===== src/rtl/core/s512bh_pkg.sv =====
// Shared types, constants and round functions for the SHA-512/256 block hash.
package s512bh_pkg;

	localparam int WORD_W = 64;
	localparam int BLOCK_WORDS = 16;
	localparam int ROUNDS = 80;
	localparam int RND_W = $clog2(ROUNDS);
	localparam int CNT_W = $clog2(BLOCK_WORDS);

	typedef logic [WORD_W-1:0] word_t;
	typedef logic [7:0][WORD_W-1:0] word8_t;
	typedef logic [BLOCK_WORDS-1:0][WORD_W-1:0] window_t;
	typedef logic [RND_W-1:0] rnd_t;

	typedef struct packed {
		logic load;
		logic step;
	} sched_ctrl_t;

	typedef struct packed {
		logic init;
		logic step;
	} round_ctrl_t;

	localparam word8_t INIT_VECTOR = {
		64'h0EB72DDC81C52CA2, 64'h2B0199FC2C85B8AA,
		64'hBE5E1E2553863992, 64'h96283EE2A88EFFE3,
		64'h963877195940EABD, 64'h2393B86B6F53B151,
		64'h9F555FA3C84C64C2, 64'h22312194FC2BF72C
	};

	function automatic word_t rotr(input word_t x, input int n);
		rotr = (x >> n) | (x << (WORD_W - n));
	endfunction

	function automatic word_t big_sigma0(input word_t x);
		big_sigma0 = rotr(x, 28) ^ rotr(x, 34) ^ rotr(x, 39);
	endfunction

	function automatic word_t big_sigma1(input word_t x);
		big_sigma1 = rotr(x, 14) ^ rotr(x, 18) ^ rotr(x, 41);
	endfunction

	function automatic word_t small_sigma0(input word_t x);
		small_sigma0 = rotr(x, 1) ^ rotr(x, 8) ^ (x >> 7);
	endfunction

	function automatic word_t small_sigma1(input word_t x);
		small_sigma1 = rotr(x, 19) ^ rotr(x, 61) ^ (x >> 6);
	endfunction

	function automatic word_t round_k(input rnd_t t);
		case (t)
			7'd0: round_k = 64'h428A2F98D728AE22;
			7'd1: round_k = 64'h7137449123EF65CD;
			7'd2: round_k = 64'hB5C0FBCFEC4D3B2F;
			7'd3: round_k = 64'hE9B5DBA58189DBBC;
			7'd4: round_k = 64'h3956C25BF348B538;
			7'd5: round_k = 64'h59F111F1B605D019;
			7'd6: round_k = 64'h923F82A4AF194F9B;
			7'd7: round_k = 64'hAB1C5ED5DA6D8118;
			7'd8: round_k = 64'hD807AA98A3030242;
			7'd9: round_k = 64'h12835B0145706FBE;
			7'd10: round_k = 64'h243185BE4EE4B28C;
			7'd11: round_k = 64'h550C7DC3D5FFB4E2;
			7'd12: round_k = 64'h72BE5D74F27B896F;
			7'd13: round_k = 64'h80DEB1FE3B1696B1;
			7'd14: round_k = 64'h9BDC06A725C71235;
			7'd15: round_k = 64'hC19BF174CF692694;
			7'd16: round_k = 64'hE49B69C19EF14AD2;
			7'd17: round_k = 64'hEFBE4786384F25E3;
			7'd18: round_k = 64'h0FC19DC68B8CD5B5;
			7'd19: round_k = 64'h240CA1CC77AC9C65;
			7'd20: round_k = 64'h2DE92C6F592B0275;
			7'd21: round_k = 64'h4A7484AA6EA6E483;
			7'd22: round_k = 64'h5CB0A9DCBD41FBD4;
			7'd23: round_k = 64'h76F988DA831153B5;
			7'd24: round_k = 64'h983E5152EE66DFAB;
			7'd25: round_k = 64'hA831C66D2DB43210;
			7'd26: round_k = 64'hB00327C898FB213F;
			7'd27: round_k = 64'hBF597FC7BEEF0EE4;
			7'd28: round_k = 64'hC6E00BF33DA88FC2;
			7'd29: round_k = 64'hD5A79147930AA725;
			7'd30: round_k = 64'h06CA6351E003826F;
			7'd31: round_k = 64'h142929670A0E6E70;
			7'd32: round_k = 64'h27B70A8546D22FFC;
			7'd33: round_k = 64'h2E1B21385C26C926;
			7'd34: round_k = 64'h4D2C6DFC5AC42AED;
			7'd35: round_k = 64'h53380D139D95B3DF;
			7'd36: round_k = 64'h650A73548BAF63DE;
			7'd37: round_k = 64'h766A0ABB3C77B2A8;
			7'd38: round_k = 64'h81C2C92E47EDAEE6;
			7'd39: round_k = 64'h92722C851482353B;
			7'd40: round_k = 64'hA2BFE8A14CF10364;
			7'd41: round_k = 64'hA81A664BBC423001;
			7'd42: round_k = 64'hC24B8B70D0F89791;
			7'd43: round_k = 64'hC76C51A30654BE30;
			7'd44: round_k = 64'hD192E819D6EF5218;
			7'd45: round_k = 64'hD69906245565A910;
			7'd46: round_k = 64'hF40E35855771202A;
			7'd47: round_k = 64'h106AA07032BBD1B8;
			7'd48: round_k = 64'h19A4C116B8D2D0C8;
			7'd49: round_k = 64'h1E376C085141AB53;
			7'd50: round_k = 64'h2748774CDF8EEB99;
			7'd51: round_k = 64'h34B0BCB5E19B48A8;
			7'd52: round_k = 64'h391C0CB3C5C95A63;
			7'd53: round_k = 64'h4ED8AA4AE3418ACB;
			7'd54: round_k = 64'h5B9CCA4F7763E373;
			7'd55: round_k = 64'h682E6FF3D6B2B8A3;
			7'd56: round_k = 64'h748F82EE5DEFB2FC;
			7'd57: round_k = 64'h78A5636F43172F60;
			7'd58: round_k = 64'h84C87814A1F0AB72;
			7'd59: round_k = 64'h8CC702081A6439EC;
			7'd60: round_k = 64'h90BEFFFA23631E28;
			7'd61: round_k = 64'hA4506CEBDE82BDE9;
			7'd62: round_k = 64'hBEF9A3F7B2C67915;
			7'd63: round_k = 64'hC67178F2E372532B;
			7'd64: round_k = 64'hCA273ECEEA26619C;
			7'd65: round_k = 64'hD186B8C721C0C207;
			7'd66: round_k = 64'hEADA7DD6CDE0EB1E;
			7'd67: round_k = 64'hF57D4F7FEE6ED178;
			7'd68: round_k = 64'h06F067AA72176FBA;
			7'd69: round_k = 64'h0A637DC5A2C898A6;
			7'd70: round_k = 64'h113F9804BEF90DAE;
			7'd71: round_k = 64'h1B710B35131C471B;
			7'd72: round_k = 64'h28DB77F523047D84;
			7'd73: round_k = 64'h32CAAB7B40C72493;
			7'd74: round_k = 64'h3C9EBE0A15C9BEBC;
			7'd75: round_k = 64'h431D67C49C100D4C;
			7'd76: round_k = 64'h4CC5D4BECB3E42B6;
			7'd77: round_k = 64'h597F299CFC657E2A;
			7'd78: round_k = 64'h5FCB6FAB3AD6FAEC;
			7'd79: round_k = 64'h6C44198C4A475817;
			default: round_k = '0;
		endcase
	endfunction

endpackage


===== src/rtl/core/s512bh_sched.sv =====
// Message schedule: sixteen-word shift window with on-the-fly expansion.
module s512bh_sched (
	input  logic                      clk,
	input  s512bh_pkg::sched_ctrl_t   ctrl,
	input  s512bh_pkg::word_t         word_in,
	output s512bh_pkg::word_t         wt
);
	import s512bh_pkg::*;

	window_t w_q;
	word_t   w_next;

	assign w_next = small_sigma1(w_q[14]) + w_q[9] + small_sigma0(w_q[1]) + w_q[0];
	assign wt = w_q[0];

	always_ff @(posedge clk) begin
		if (ctrl.load) begin
			w_q <= {word_in, w_q[BLOCK_WORDS-1:1]};
		end else if (ctrl.step) begin
			w_q <= {w_next, w_q[BLOCK_WORDS-1:1]};
		end
	end

endmodule


===== config.mk =====
export PLATFORM = sky130hd
export DESIGN_NAME = s512bh_sched
export DESIGN_NICKNAME = d
export VERILOG_FILES = /design/src/rtl/core/s512bh_pkg.sv /design/src/rtl/core/s512bh_sched.sv
export SDC_FILE = /design/constraint.sdc
export NUM_CORES = 1
export LEC_CHECK = 0
export ABC_AREA = 1
export BUFFER_PORTS_ARGS = -buffer_cell sky130_fd_sc_hd__buf_2
export CAP_MARGIN = 40
export CORE_MARGIN = 2
export CORE_UTILIZATION = 60
export CTS_BUF_LIST = sky130_fd_sc_hd__clkbuf_8
export CTS_CLUSTER_DIAMETER = 120
export DETAILED_ROUTE_END_ITERATION = 10
export PLACE_DENSITY_LB_ADDON = 0.05
export RECOVER_POWER = 100
export SLEW_MARGIN = 20
export SYNTH_ARGS = -nofsm -noshare
export SYNTH_HDL_FRONTEND = slang
export SYNTH_SLANG_ARGS = --single-unit
export TNS_END_PERCENT = 5

===== constraint.sdc =====
create_clock -name clk -period 28.8 [get_ports clk]
set_input_delay 4.32 -clock clk [delete_from_list [all_inputs] [get_ports clk]]
set_output_delay 4.32 -clock clk [all_outputs]
set_load 0.01 [all_outputs]

==> After elaboration in Yosys (flattened, before gate mapping) <==
Index checks and enable logic that the tools add are counted.
{ "word_totals": {"wordCells": 30, "register_bits": 1024} }
{ "op_classes": {"addsub": 3, "bitwise_logic": 8, "n_reduce_logical": 1, "n_mux": 2} }
{ "ops": {"columns": ["cell", "count"], "rows": [
  ["2-to-1 mux 1024 bit", 2],
  ["adder 64 bit", 3],
  ["bitwise XOR 64 bit", 2],
  ["bitwise OR 3 x 64 -> 64 bit", 1],
  ["bitwise OR 45 x 64 -> 64 bit", 1],
  ["bitwise OR 56 x 64 -> 64 bit", 1],
  ["bitwise OR 63 x 64 -> 64 bit", 1],
  ["bitwise XOR 64 x 57 -> 64 bit", 1],
  ["bitwise XOR 64 x 58 -> 64 bit", 1],
  ["nonzero test 2 bit", 1]
]} }

==> Depth between registers and ports, before layout <==
{ "depth": {"word_depth": 8, "ltp_mapped": 21, "mapped_depth_nobuf": 21} }

==> Worst setup path after synthesis <==
OpenSTA, ideal clock, no wires.
{ "synth_timing": {"kind": "input to register", "start": "input port ctrl[1] (netlist name)", "end": "register w_q[1000] (netlist name) (enable)", "t_arrival_ns": 16.974, "n_path_buf": 2, "path_slack_ns": 10.846, "setup_time_ns": 0.979, "path_stages": 3, "t_required_ns": 27.821, "path_cell_list": "clkbuf_1 -> clkbuf_1 -> or2_2"} }
{ "synth_via": {"elab_chain_cells": 1} }
{ "synth_rtl": {"columns": ["item", "line_no", "rtl"], "rows": [
  ["from (decl)", "s512bh_sched.sv:4", "input s512bh_pkg::sched_ctrl_t ctrl,"],
  ["nonzero test 2 bit (no line)", null, null],
  ["to (signal assigned)", "s512bh_sched.sv:18", "w_q <= {word_in, w_q[BLOCK_WORDS-1:1]};"],
  ["to (signal assigned)", "s512bh_sched.sv:20", "w_q <= {w_next, w_q[BLOCK_WORDS-1:1]};"],
  ["to (decl)", "s512bh_sched.sv:10", "window_t w_q;"]
]} }
Every way passes these cells.
A chain may end at the register's enable or synchronous reset.

==> Worst setup path after layout <==
{ "layout_timing": {"start": "input port ctrl[1] (netlist name)", "end": "register w_q[881] (netlist name) (enable)"} }
Same word-level chain as after synthesis.

==> results.sh <==
export IMPL_mostFrequentLayoutCell="edfxtp_1"
export IMPL_die_x_um=273
export IMPL_overflow=0
export IMPL_synth_edf_count=1024
export IMPL_initial_core_util_pct=60.6
export IMPL_cts_resized=0
export IMPL_first_pass_iters=7
export IMPL_synth_seq_area_share_pct=71.0
export IMPL_synth_async_reset_ratio_pct=0
export IMPL_multiInputGateArea_um2=9900
export IMPL_cts_made_buffers=157
export IMPL_synth_cell_area_um2=43300
export IMPL_worstPathMaxFanout=184
export IMPL_root_buffer="clkbuf_8"
export IMPL_wirelength_um=104000
export IMPL_syn_nets=3383
export IMPL_drc=0
export IMPL_nNetsFinal=3611
export IMPL_critical_path_buf_inv_count=7
export IMPL_hold_class="reg -> reg"
export IMPL_io_buffers=130
export IMPL_viasPerCell=5.26
export IMPL_final_cell_mix="edfxtp_1, nand2_1, inv_1, clkbuf_8, xnor2_1"
export IMPL_grt_first_pass_wirelength_um=149000
export IMPL_maxSlewViolCount=727
export IMPL_clkLatencyLatePin_ps=810
export IMPL_place_area_um2=44900
export IMPL_max_slew_margin_pct=-132
export IMPL_ys_top_cells_by_area="edfxtp_1, fa_1, nand2_1"
export IMPL_cp_required_ps=29200
export IMPL_yosysUniqueCellTypes=34
export IMPL_antenna_found_initial=3
export IMPL_cpPeakStageDelay_ps=2610
export IMPL_final_period_utilization_pct=59.7
export IMPL_gp_congestion=0.928
export IMPL_drt_wirelength_per_cell_um=23.5
export IMPL_first_global_vias=23000
export IMPL_max_freq_mhz=58.2
export IMPL_r2r_start="w_q[73]"
export IMPL_worstSetupStartpoint="ctrl[1]"
export IMPL_cts_sinks=1024
export IMPL_drt_iter0_markers=2328
export IMPL_cts_tree="done"
export IMPL_synth_ff_type="edfxtp_1"
export IMPL_postCtsSetupBuffers=0
export IMPL_clkTransAtPathRegs_ps=60
export IMPL_syn_area_per_cell_um2=13.8
export IMPL_hold_violations=0
export IMPL_drt_antenna_violating_nets=0
export IMPL_ys_ff_latch=1024
export IMPL_crit_arrival_ps=17590
export IMPL_htree_levels=4
export IMPL_reg2regPathDepth=18
export IMPL_slowest_stage="or2_0"
export IMPL_syn_to_final_growth_pct=9.79
export IMPL_startpoint_type="input pin"
export IMPL_crit_path_cell_trace="clkbuf_1 -> or2_0 -> clkbuf_1 -> clkbuf_1 -> clkbuf_1 -> clkbuf_1 -> clkbuf_1 -> buf_12"
export IMPL_num_rows=98
export IMPL_grt_start_max_net_pins=211
export IMPL_yosysTopAreaCell="edfxtp_1"
export IMPL_syn_inst=3127
export IMPL_end_kind="flip-flop"
export IMPL_synth_top_area_share_pct=71.0
export IMPL_core_area_um2=71500
export IMPL_vias=23200
export IMPL_violations="capacitance limit, slew limit"
export IMPL_crit_type="in -> reg"
export IMPL_worst_slack_ps=11620
export IMPL_fill_cells=5019
export IMPL_io_pins=131
export IMPL_fin_crit_ps=17180
export IMPL_path_depth=8
export IMPL_skew_ps=50.3
export IMPL_fin_area_um2=47500
export IMPL_rrSetupSlack_ps=24230
export IMPL_track_usage_pct=28.6
export IMPL_dieArea_um2=74300
export IMPL_max_slew_worst_pin_slew_ps=3480
export IMPL_drive_above_1_share_pct=8.68
export IMPL_setup_viol=0
export IMPL_ctsHoldBuffers=0
export IMPL_die_h_um=273
export IMPL_clockBufferDepth=3
export IMPL_rr_endpoint="w_q[1017]"
export IMPL_grt_setup_unrepaired="false"
export IMPL_place_hpwl_um=76100
export IMPL_setup_tns_final_ps=0
export IMPL_register_area_um2=30700
export IMPL_ys_warn_count=0
export IMPL_pre_cts_slack_ps=19860
export IMPL_cpMostUsedCell="clkbuf_1"
export IMPL_status="complete, but fails checks"
export IMPL_drv_cap=15
export IMPL_crit_end="w_q[881]"
export IMPL_path_delay_family="buffers and inverters"
[routing by layer]
layer  track usage, %  vias up  routed length [um]
met1             41.0    11600               44600
met2             45.6      819               49800
met3             4.59      162                6450
met5                0        -                   0
li1                 -    10700                   -
met4             9.05        0                2860
[logic make-up after synthesis]
logic type	after synthesis	share of synthesized area (%)
DFF	1024	71.0
and+or+nand+nor	918	8.75
buffers and inverters	643	6.14
xor gates and xnor gates	270	5.46
adders and majority gates	189	7.64
AOI/OAI and AO/OA	83	1.00
[worst min-delay path by stage]
stage                to  depth (start not counted)  startpoint
2_1_floorplan  w_q[100]                          0    w_q[164]
3_3_place_gp   w_q[137]                          0    w_q[201]
3_5_place_dp   w_q[112]                          0    w_q[176]
4_1_cts        w_q[600]                          0    w_q[664]
5_1_grt        w_q[597]                          0    w_q[661]
6_report       w_q[600]                          0    w_q[664]
[layout make-up]
cell class | instances | share of cell area, %
antenna | 1 | 0.00526
sequential | 1024 | 64.7
inverter | 565 | 4.46
timing repair buffer | 147 | 1.40
clock buffer | 157 | 4.54
tap | 950 | 2.50
clock inverter | 114 | 1.59
multi-input combinational | 1460 | 20.8
[per-stage QoR]
stage               utilization (%)  hold WS, ps  cells
global route                   66.5          394   4418
finish                         66.5          374   4418
detailed placement             62.7          405   4145
CTS                            66.8          370   4416
floorplan                         -          400   3127
global placement               62.6          400   4140
[state kept, by name, summed over array words and instances (netlist names)]
| name | flops |
|---|---|
| wt | 64 |
| w_q | 960 |
[cell usage after synthesis, types with 9 or more instances]
master    count
edfxtp_1   1024
nand2_1     660
inv_1       562
xnor2_1     156
fa_1        126
xor2_1      114
nor2_1      103
nand3_1      83
buf_4        64
ha_1         63
a21oi_1      46
o21ai_0      20
nor2_2       15
nor3_1       11
o21ai_1      11
clkbuf_1     10
nand2_2      10
nand4_1       9
Power is not shown: default switching activity piles up to over one toggle a cycle in this logic, so the estimate is an artifact.
