## src/rtl/core/s512bh_pkg.sv

```systemverilog
// Shared types, constants and round functions for the SHA-512/256 block hash.
package s512bh_pkg;

	localparam int WORD_W = 64;
	localparam int BLOCK_WORDS = 16;
	localparam int ROUNDS = 80;
	localparam int RND_W = $clog2(ROUNDS);
	localparam int CNT_W = $clog2(BLOCK_WORDS);

	typedef logic [WORD_W-1:0] word_t;
	typedef logic [7:0][WORD_W-1:0] word8_t;
	typedef logic [BLOCK_WORDS-1:0][WORD_W-1:0] window_t;
	typedef logic [RND_W-1:0] rnd_t;

	typedef struct packed {
		logic load;
		logic step;
	} sched_ctrl_t;

	typedef struct packed {
		logic init;
		logic step;
	} round_ctrl_t;

	localparam word8_t INIT_VECTOR = {
		64'h0EB72DDC81C52CA2, 64'h2B0199FC2C85B8AA,
		64'hBE5E1E2553863992, 64'h96283EE2A88EFFE3,
		64'h963877195940EABD, 64'h2393B86B6F53B151,
		64'h9F555FA3C84C64C2, 64'h22312194FC2BF72C
	};

	function automatic word_t rotr(input word_t x, input int n);
		rotr = (x >> n) | (x << (WORD_W - n));
	endfunction

	function automatic word_t big_sigma0(input word_t x);
		big_sigma0 = rotr(x, 28) ^ rotr(x, 34) ^ rotr(x, 39);
	endfunction

	function automatic word_t big_sigma1(input word_t x);
		big_sigma1 = rotr(x, 14) ^ rotr(x, 18) ^ rotr(x, 41);
	endfunction

	function automatic word_t small_sigma0(input word_t x);
		small_sigma0 = rotr(x, 1) ^ rotr(x, 8) ^ (x >> 7);
	endfunction

	function automatic word_t small_sigma1(input word_t x);
		small_sigma1 = rotr(x, 19) ^ rotr(x, 61) ^ (x >> 6);
	endfunction

	function automatic word_t round_k(input rnd_t t);
		case (t)
			7'd0: round_k = 64'h428A2F98D728AE22;
			7'd1: round_k = 64'h7137449123EF65CD;
			7'd2: round_k = 64'hB5C0FBCFEC4D3B2F;
			7'd3: round_k = 64'hE9B5DBA58189DBBC;
			7'd4: round_k = 64'h3956C25BF348B538;
			7'd5: round_k = 64'h59F111F1B605D019;
			7'd6: round_k = 64'h923F82A4AF194F9B;
			7'd7: round_k = 64'hAB1C5ED5DA6D8118;
			7'd8: round_k = 64'hD807AA98A3030242;
			7'd9: round_k = 64'h12835B0145706FBE;
			7'd10: round_k = 64'h243185BE4EE4B28C;
			7'd11: round_k = 64'h550C7DC3D5FFB4E2;
			7'd12: round_k = 64'h72BE5D74F27B896F;
			7'd13: round_k = 64'h80DEB1FE3B1696B1;
			7'd14: round_k = 64'h9BDC06A725C71235;
			7'd15: round_k = 64'hC19BF174CF692694;
			7'd16: round_k = 64'hE49B69C19EF14AD2;
			7'd17: round_k = 64'hEFBE4786384F25E3;
			7'd18: round_k = 64'h0FC19DC68B8CD5B5;
			7'd19: round_k = 64'h240CA1CC77AC9C65;
			7'd20: round_k = 64'h2DE92C6F592B0275;
			7'd21: round_k = 64'h4A7484AA6EA6E483;
			7'd22: round_k = 64'h5CB0A9DCBD41FBD4;
			7'd23: round_k = 64'h76F988DA831153B5;
			7'd24: round_k = 64'h983E5152EE66DFAB;
			7'd25: round_k = 64'hA831C66D2DB43210;
			7'd26: round_k = 64'hB00327C898FB213F;
			7'd27: round_k = 64'hBF597FC7BEEF0EE4;
			7'd28: round_k = 64'hC6E00BF33DA88FC2;
			7'd29: round_k = 64'hD5A79147930AA725;
			7'd30: round_k = 64'h06CA6351E003826F;
			7'd31: round_k = 64'h142929670A0E6E70;
			7'd32: round_k = 64'h27B70A8546D22FFC;
			7'd33: round_k = 64'h2E1B21385C26C926;
			7'd34: round_k = 64'h4D2C6DFC5AC42AED;
			7'd35: round_k = 64'h53380D139D95B3DF;
			7'd36: round_k = 64'h650A73548BAF63DE;
			7'd37: round_k = 64'h766A0ABB3C77B2A8;
			7'd38: round_k = 64'h81C2C92E47EDAEE6;
			7'd39: round_k = 64'h92722C851482353B;
			7'd40: round_k = 64'hA2BFE8A14CF10364;
			7'd41: round_k = 64'hA81A664BBC423001;
			7'd42: round_k = 64'hC24B8B70D0F89791;
			7'd43: round_k = 64'hC76C51A30654BE30;
			7'd44: round_k = 64'hD192E819D6EF5218;
			7'd45: round_k = 64'hD69906245565A910;
			7'd46: round_k = 64'hF40E35855771202A;
			7'd47: round_k = 64'h106AA07032BBD1B8;
			7'd48: round_k = 64'h19A4C116B8D2D0C8;
			7'd49: round_k = 64'h1E376C085141AB53;
			7'd50: round_k = 64'h2748774CDF8EEB99;
			7'd51: round_k = 64'h34B0BCB5E19B48A8;
			7'd52: round_k = 64'h391C0CB3C5C95A63;
			7'd53: round_k = 64'h4ED8AA4AE3418ACB;
			7'd54: round_k = 64'h5B9CCA4F7763E373;
			7'd55: round_k = 64'h682E6FF3D6B2B8A3;
			7'd56: round_k = 64'h748F82EE5DEFB2FC;
			7'd57: round_k = 64'h78A5636F43172F60;
			7'd58: round_k = 64'h84C87814A1F0AB72;
			7'd59: round_k = 64'h8CC702081A6439EC;
			7'd60: round_k = 64'h90BEFFFA23631E28;
			7'd61: round_k = 64'hA4506CEBDE82BDE9;
			7'd62: round_k = 64'hBEF9A3F7B2C67915;
			7'd63: round_k = 64'hC67178F2E372532B;
			7'd64: round_k = 64'hCA273ECEEA26619C;
			7'd65: round_k = 64'hD186B8C721C0C207;
			7'd66: round_k = 64'hEADA7DD6CDE0EB1E;
			7'd67: round_k = 64'hF57D4F7FEE6ED178;
			7'd68: round_k = 64'h06F067AA72176FBA;
			7'd69: round_k = 64'h0A637DC5A2C898A6;
			7'd70: round_k = 64'h113F9804BEF90DAE;
			7'd71: round_k = 64'h1B710B35131C471B;
			7'd72: round_k = 64'h28DB77F523047D84;
			7'd73: round_k = 64'h32CAAB7B40C72493;
			7'd74: round_k = 64'h3C9EBE0A15C9BEBC;
			7'd75: round_k = 64'h431D67C49C100D4C;
			7'd76: round_k = 64'h4CC5D4BECB3E42B6;
			7'd77: round_k = 64'h597F299CFC657E2A;
			7'd78: round_k = 64'h5FCB6FAB3AD6FAEC;
			7'd79: round_k = 64'h6C44198C4A475817;
			default: round_k = '0;
		endcase
	endfunction

endpackage

```

## src/rtl/core/s512bh_round.sv

```systemverilog
// Compression round unit: eight working registers, one round per step.
module s512bh_round (
	input  logic                      clk,
	input  s512bh_pkg::round_ctrl_t   ctrl,
	input  s512bh_pkg::word8_t        init_val,
	input  s512bh_pkg::word_t         kt,
	input  s512bh_pkg::word_t         wt,
	output s512bh_pkg::word8_t        work
);
	import s512bh_pkg::*;

	word8_t work_q;
	word_t  t1;
	word_t  t2;
	word_t  ch;
	word_t  maj;

	assign ch  = (work_q[4] & work_q[5]) ^ (~work_q[4] & work_q[6]);
	assign maj = (work_q[0] & work_q[1]) ^ (work_q[0] & work_q[2]) ^ (work_q[1] & work_q[2]);
	assign t1  = work_q[7] + big_sigma1(work_q[4]) + ch + kt + wt;
	assign t2  = big_sigma0(work_q[0]) + maj;
	assign work = work_q;

	always_ff @(posedge clk) begin
		if (ctrl.init) begin
			work_q <= init_val;
		end else if (ctrl.step) begin
			work_q <= {work_q[6], work_q[5], work_q[4], work_q[3] + t1,
				work_q[2], work_q[1], work_q[0], t1 + t2};
		end
	end

endmodule

```

## config.mk

```make
export PLATFORM = sky130hd
export DESIGN_NAME = s512bh_round
export DESIGN_NICKNAME = d
export VERILOG_FILES = /design/src/rtl/core/s512bh_pkg.sv /design/src/rtl/core/s512bh_round.sv
export SDC_FILE = /design/constraint.sdc
export NUM_CORES = 2
export LEC_CHECK = 0
export BUFFER_PORTS_ARGS = -buffer_cell sky130_fd_sc_hd__buf_2
export CAP_MARGIN = 20
export CORE_AREA = 2 2 445 447
export CTS_CLUSTER_DIAMETER = 150
export DETAILED_ROUTE_END_ITERATION = 8
export DIE_AREA = 0 0 447 449
export RECOVER_POWER = 100
export SYNTH_ARGS = -nofsm -noshare
export SYNTH_HDL_FRONTEND = slang
export SYNTH_SLANG_ARGS = --single-unit
```

## constraint.sdc

```tcl
create_clock -name clk -period 9 [get_ports clk]
set_clock_uncertainty 0.05 [all_clocks]
set_input_delay 0 -clock clk [delete_from_list [all_inputs] [get_ports clk]]
set_output_delay 0 -clock clk [all_outputs]
set_load 0.01 [all_outputs]
```

# After elaboration in Yosys (flattened, before gate mapping)
# Index checks and enable logic that the tools add are counted.
# op_classes
addsub	7
n_mux	2
bitwise	19
reduce_logical	1
# ops
op	n
$mux 512	2
$add 64x64->64	7
$xor 64x64->64	7
$and 64x64->64	5
$not 64->64	1
$or 23x64->64	1
$or 25x64->64	1
$or 30x64->64	1
$or 36x64->64	1
$or 46x64->64	1
$or 50x64->64	1
$reduce_bool 2->1	1
# totals
reg_bits	512
inputBits	643
out_inout_bits	512
wordCells	37

# Depth between registers and ports, before layout
# depth
ltp_word	10
ltp_mapped	36
depth_no_buf	35

# Worst setup path before layout
# Ideal clock, no wire load.
# synth_timing
kind	register to register
from	reg work_q, in the netlist work[449]
to	reg work_q, in the netlist work[61] (data pin)
setup_time_ns	0.260
t_arrival_ns	7.570
required_time_ns	8.690
setup_slack_ns	1.120
path_stages_with_launch	34
path_buffers	1
path_cell_list	edfxtp_1 inv_1 fa_1 fa_1 inv_1 fa_1 ha_1 fa_1 a211oi_2 nor3_1 nor3_2 o21a_1 o21ai_0 a21o_1 a311oi_1 o21ai_0 a41oi_1 xnor2_1 inv_1 fa_1 inv_1 ha_1 clkbuf_1 nand2_1 nor2_1 a211oi_1 o221ai_1 a21oi_1 o31a_1 o21ai_1 a311o_1 a31oi_1 xnor2_1 mux2_2
# synth_via
elab_chain_len	7
# synth_rtl
element	line_no	rtl
start, declared	s512bh_round.sv:12	word8_t work_q;
start signal, assigned	s512bh_round.sv:26	work_q <= init_val;
start signal, assigned	s512bh_round.sv:28	work_q <= {work_q[6], work_q[5], work_q[4], work_q[3] + t1,
$add 64x64->64 (4 in a row)	s512bh_round.sv:20	assign t1 = work_q[7] + big_sigma1(work_q[4]) + ch + kt + wt;
$add 64x64->64	s512bh_round.sv:29	work_q[2], work_q[1], work_q[0], t1 + t2};
$mux 512	s512bh_round.sv:27	end else if (ctrl.step) begin
$mux 512	s512bh_round.sv:25	if (ctrl.init) begin
# Every way passes these cells. The select of a mux whose other input is x is not followed.
# A chain may end at the register's enable or synchronous reset.

# Final worst setup path
# layout_timing
from	reg work_q, in the netlist work[278]
to	reg work_q, in the netlist work[61] (data pin)
# layout_via
elab_chain_len	10
elab_cells_between_ends	16
cone_classes	add/sub (5); mux (2); bitwise (9)
# layout_rtl
element	line_no	rtl
$or 46x64->64 or $or 50x64->64 (tied branches)	s512bh_pkg.sv:33	rotr = (x >> n) | (x << (WORD_W - n));
$xor 64x64->64 (2 in a row)	s512bh_pkg.sv:41	big_sigma1 = rotr(x, 14) ^ rotr(x, 18) ^ rotr(x, 41);
$add 64x64->64	s512bh_round.sv:20	
$add 64x64->64 (*) (3 in a row)	s512bh_round.sv:20	
$add 64x64->64 (*)	s512bh_round.sv:29	
$mux 512 (*)	s512bh_round.sv:27	
$mux 512 (*)	s512bh_round.sv:25	
# Mark *: on every way between the ends. The rest lies on a longest branch, timed or not. The select of a mux whose other input is x is not followed.

==> impl_metrics.ini <==
[routing]
firstDrtPassIters = 6
drt_iter0_markers = 3476
wl_per_cell_microns = 31.4
viasPerCell = 4.62
antenna_left = 0
wirelength_microns = 266000
post-route-drc-count = 0
vias = 39100

[die]
die_w_microns = 447
num_io_pins = 1155
rows = 163
die-height_microns = 449
start_util_pct = 21.8
core-area_sq_um = 196000
dieArea_sq_um = 201000

[worst_setup_path]
crit_path_start_kind = flip-flop
end_kind = flip-flop
crit_path_start = work[278]$_DFFE_PP_
crit_type = reg -> reg
arrival_ns = 8.98
r2r-start = work[278]$_DFFE_PP_
critPathSlowestCell = fa_1
required_ns = 9.41
max_stage_delay_ns = 0.72
crit_path_max_fanout = 6

[sta]
slew_headroom_pct = -380
fin_setup_tns_ns = 0
drv_slew = 827
finalCriticalPeriod_ns = 8.57
tightest_slew_ns = 7.20
hold_viol = 0
rsz0062_at_grt = true
post-route-period-util_pct = 95.2
hold_ws_ns = 0.0729
fmax_mhz = 117
setup_violations = 0

[cells_and_area]
largest_reg_flops = 512
final_nets = 6825
area_growth_pct = 39.9
drive_above_1_share_pct = 24.7
finalNonFillerCells = 8479
final_cell_area_sq_um = 59700

[clocking]
cts_setup_buffers = 0
clock_path_buffers = 3
clkSinkCount = 512
clock_latency_ns = 0.72
clockRootBuffer = clkbuf_16
numCtsBuffers = 73
cts_tree = built
cts_max_level = 3
path_clk_slew_ns = 0.07

[global_route]
grt_pass1_vias = 40000
grt_max_degree = 156
grtUsageTotal_pct = 25.7
grt_pass1_wl_microns = 348000
grt-ovfl-total = 0
antenna_found_initial = 111

[placed_design]
portBuffers = 1154
gp_congestion = 0.990
place_inst = 7738
dp_hpwl_microns = 227000
dpl_cell_area_sq_um = 52300

[outcome]
violations = max-capacitance violations, max-slew violations
status = finished, violations left

[synthesis]
yosysSeqAreaShare_pct = 36.0
ys_async_sr_fraction_pct = 0
postSynthCellCount = 3993
synth.avg_cell_area_sq_um = 10.7
synthFlopType = edfxtp_1
synth_edf_count = 512
synthDistinctLibCells = 88
syn_nets = 5078
synth_area_sq_um = 42700
yosys_warnings = 0
synth-seq-cells = 512

[min_path]
hp-start = init_val[166]
hold_class = in -> reg

[flow_run]
cap_violations = 11
==> cell usage after synthesis (30+ instances only) <==
library cell    n  area, sq um
inv_1         525         1970
edfxtp_1      512        15400
mux2_2        456         5130
xnor2_1       296         2590
o21ai_0       260         1300
fa_1          253         5060
nand2_1       240          901
clkbuf_1      239          897
a21o_1        190         1430
ha_1          189         2360
a21oi_1       187          936
xor2_1        150         1310
nor2_1         75          282
nand3_1        38          190
o21bai_1       34          255
nand4_1        30          188
==> stage by stage <==
stage               setup WS (ns)  utilization, %
finish                      0.432            30.4
global route              0.00588            30.4
CTS                         0.182            30.7
detailed placement         0.0435            26.7
global placement           0.0722            26.7
floorplan                    1.12               -
==> timing repair <==
item,4_1_cts,5_1_grt
pin swaps,0,4
setup endpoints to repair,2,20
hold endpoints to repair,544,0
hold buffers,567,0
gates resized for setup,2,23
==> cell families (layout without fill, tap and decap cells) <==
family	after synthesis	count (layout)	share of synthesized area, %
other cells	0	40	0
xor+xnor	447	447	9.21
simple gates	508	508	5.59
compound gates	849	849	12.7
flops	512	512	36.0
mux	460	460	12.1
buf+inv	771	2577	6.84
fa+ha+maj	446	446	17.5
==> worst paths after layout <==
| kind | to | slack (ns) | depth (start not counted) |
|---|---|---|---|
| min reg2reg | work[502]$_DFFE_PP_ | 0.56 | 1 |
| max reg2reg | work[61]$_DFFE_PP_ | 0.43 | 32 |
| max | work[61]$_DFFE_PP_ | 0.43 | 32 |
| min | work[166]$_DFFE_PP_ | 0.07 | 3 |
==> critical path: cells and delay by family (launching register included) <==
family | cells | cell delay (ns)
adder cells (fa/ha/maj) | 5 | 2.34
AND/OR/NAND/NOR | 3 | 0.36
AO/OA/AOI/OAI | 15 | 3.39
multiplexers | 2 | 0.67
flip-flops | 1 | 0.45
XOR/XNOR | 2 | 0.24
buffers and inverters | 5 | 0.82
==> per-layer routing <==
metal / wire length, microns / GRT usage [%] / vias up
met5: 182 / 0 / -
met4: 16300 / 12.7 / 26
met3: 21000 / 6.47 / 533
met2: 127000 / 43.6 / 1822
met1: 102000 / 30.0 / 19400
li1: - / - / 17300
==> area by class of cell <==
type	count	area [sq um]
Timing Repair Buffer	1918	12200
Clock buffer	85	1890
Antenna cell	40	100
Clock inverter	49	390
Fill cell	20700	137000
Tap cell	2640	3300
Inverter	525	1970
Sequential cell	512	15400
Multi-Input combinational cell	2710	24500
==> cell usage in the layout (no fill, tap or decap), drive strengths merged, types with 6 or more instances in the layout <==
| cell | n |
|---|---|
| and2 | 8 |
| inv | 533 |
| nor2b | 21 |
| edfxtp | 512 |
| nand4 | 30 |
| xor2 | 150 |
| nor2 | 75 |
| nand3 | 38 |
| o21a | 24 |
| o21bai | 34 |
| clkbuf | 603 |
| dlygate4sd3 | 567 |
| xnor2 | 296 |
| buf | 832 |
| a21oi | 189 |
| ha | 189 |
| o211ai | 10 |
| a221oi | 6 |
| nor4 | 6 |
| nand2 | 240 |
| and3 | 24 |
| a211oi | 21 |
| clkinv | 33 |
| a21o | 191 |
| fa | 253 |
| diode | 40 |
| nand2b | 26 |
| nor3 | 15 |
| mux2 | 456 |
| o21ai | 276 |
| o22ai | 6 |
| o31ai | 14 |
| a31oi | 28 |
Power is not shown: default switching activity piles up to over one toggle a cycle in this logic, so the estimate is an artifact.
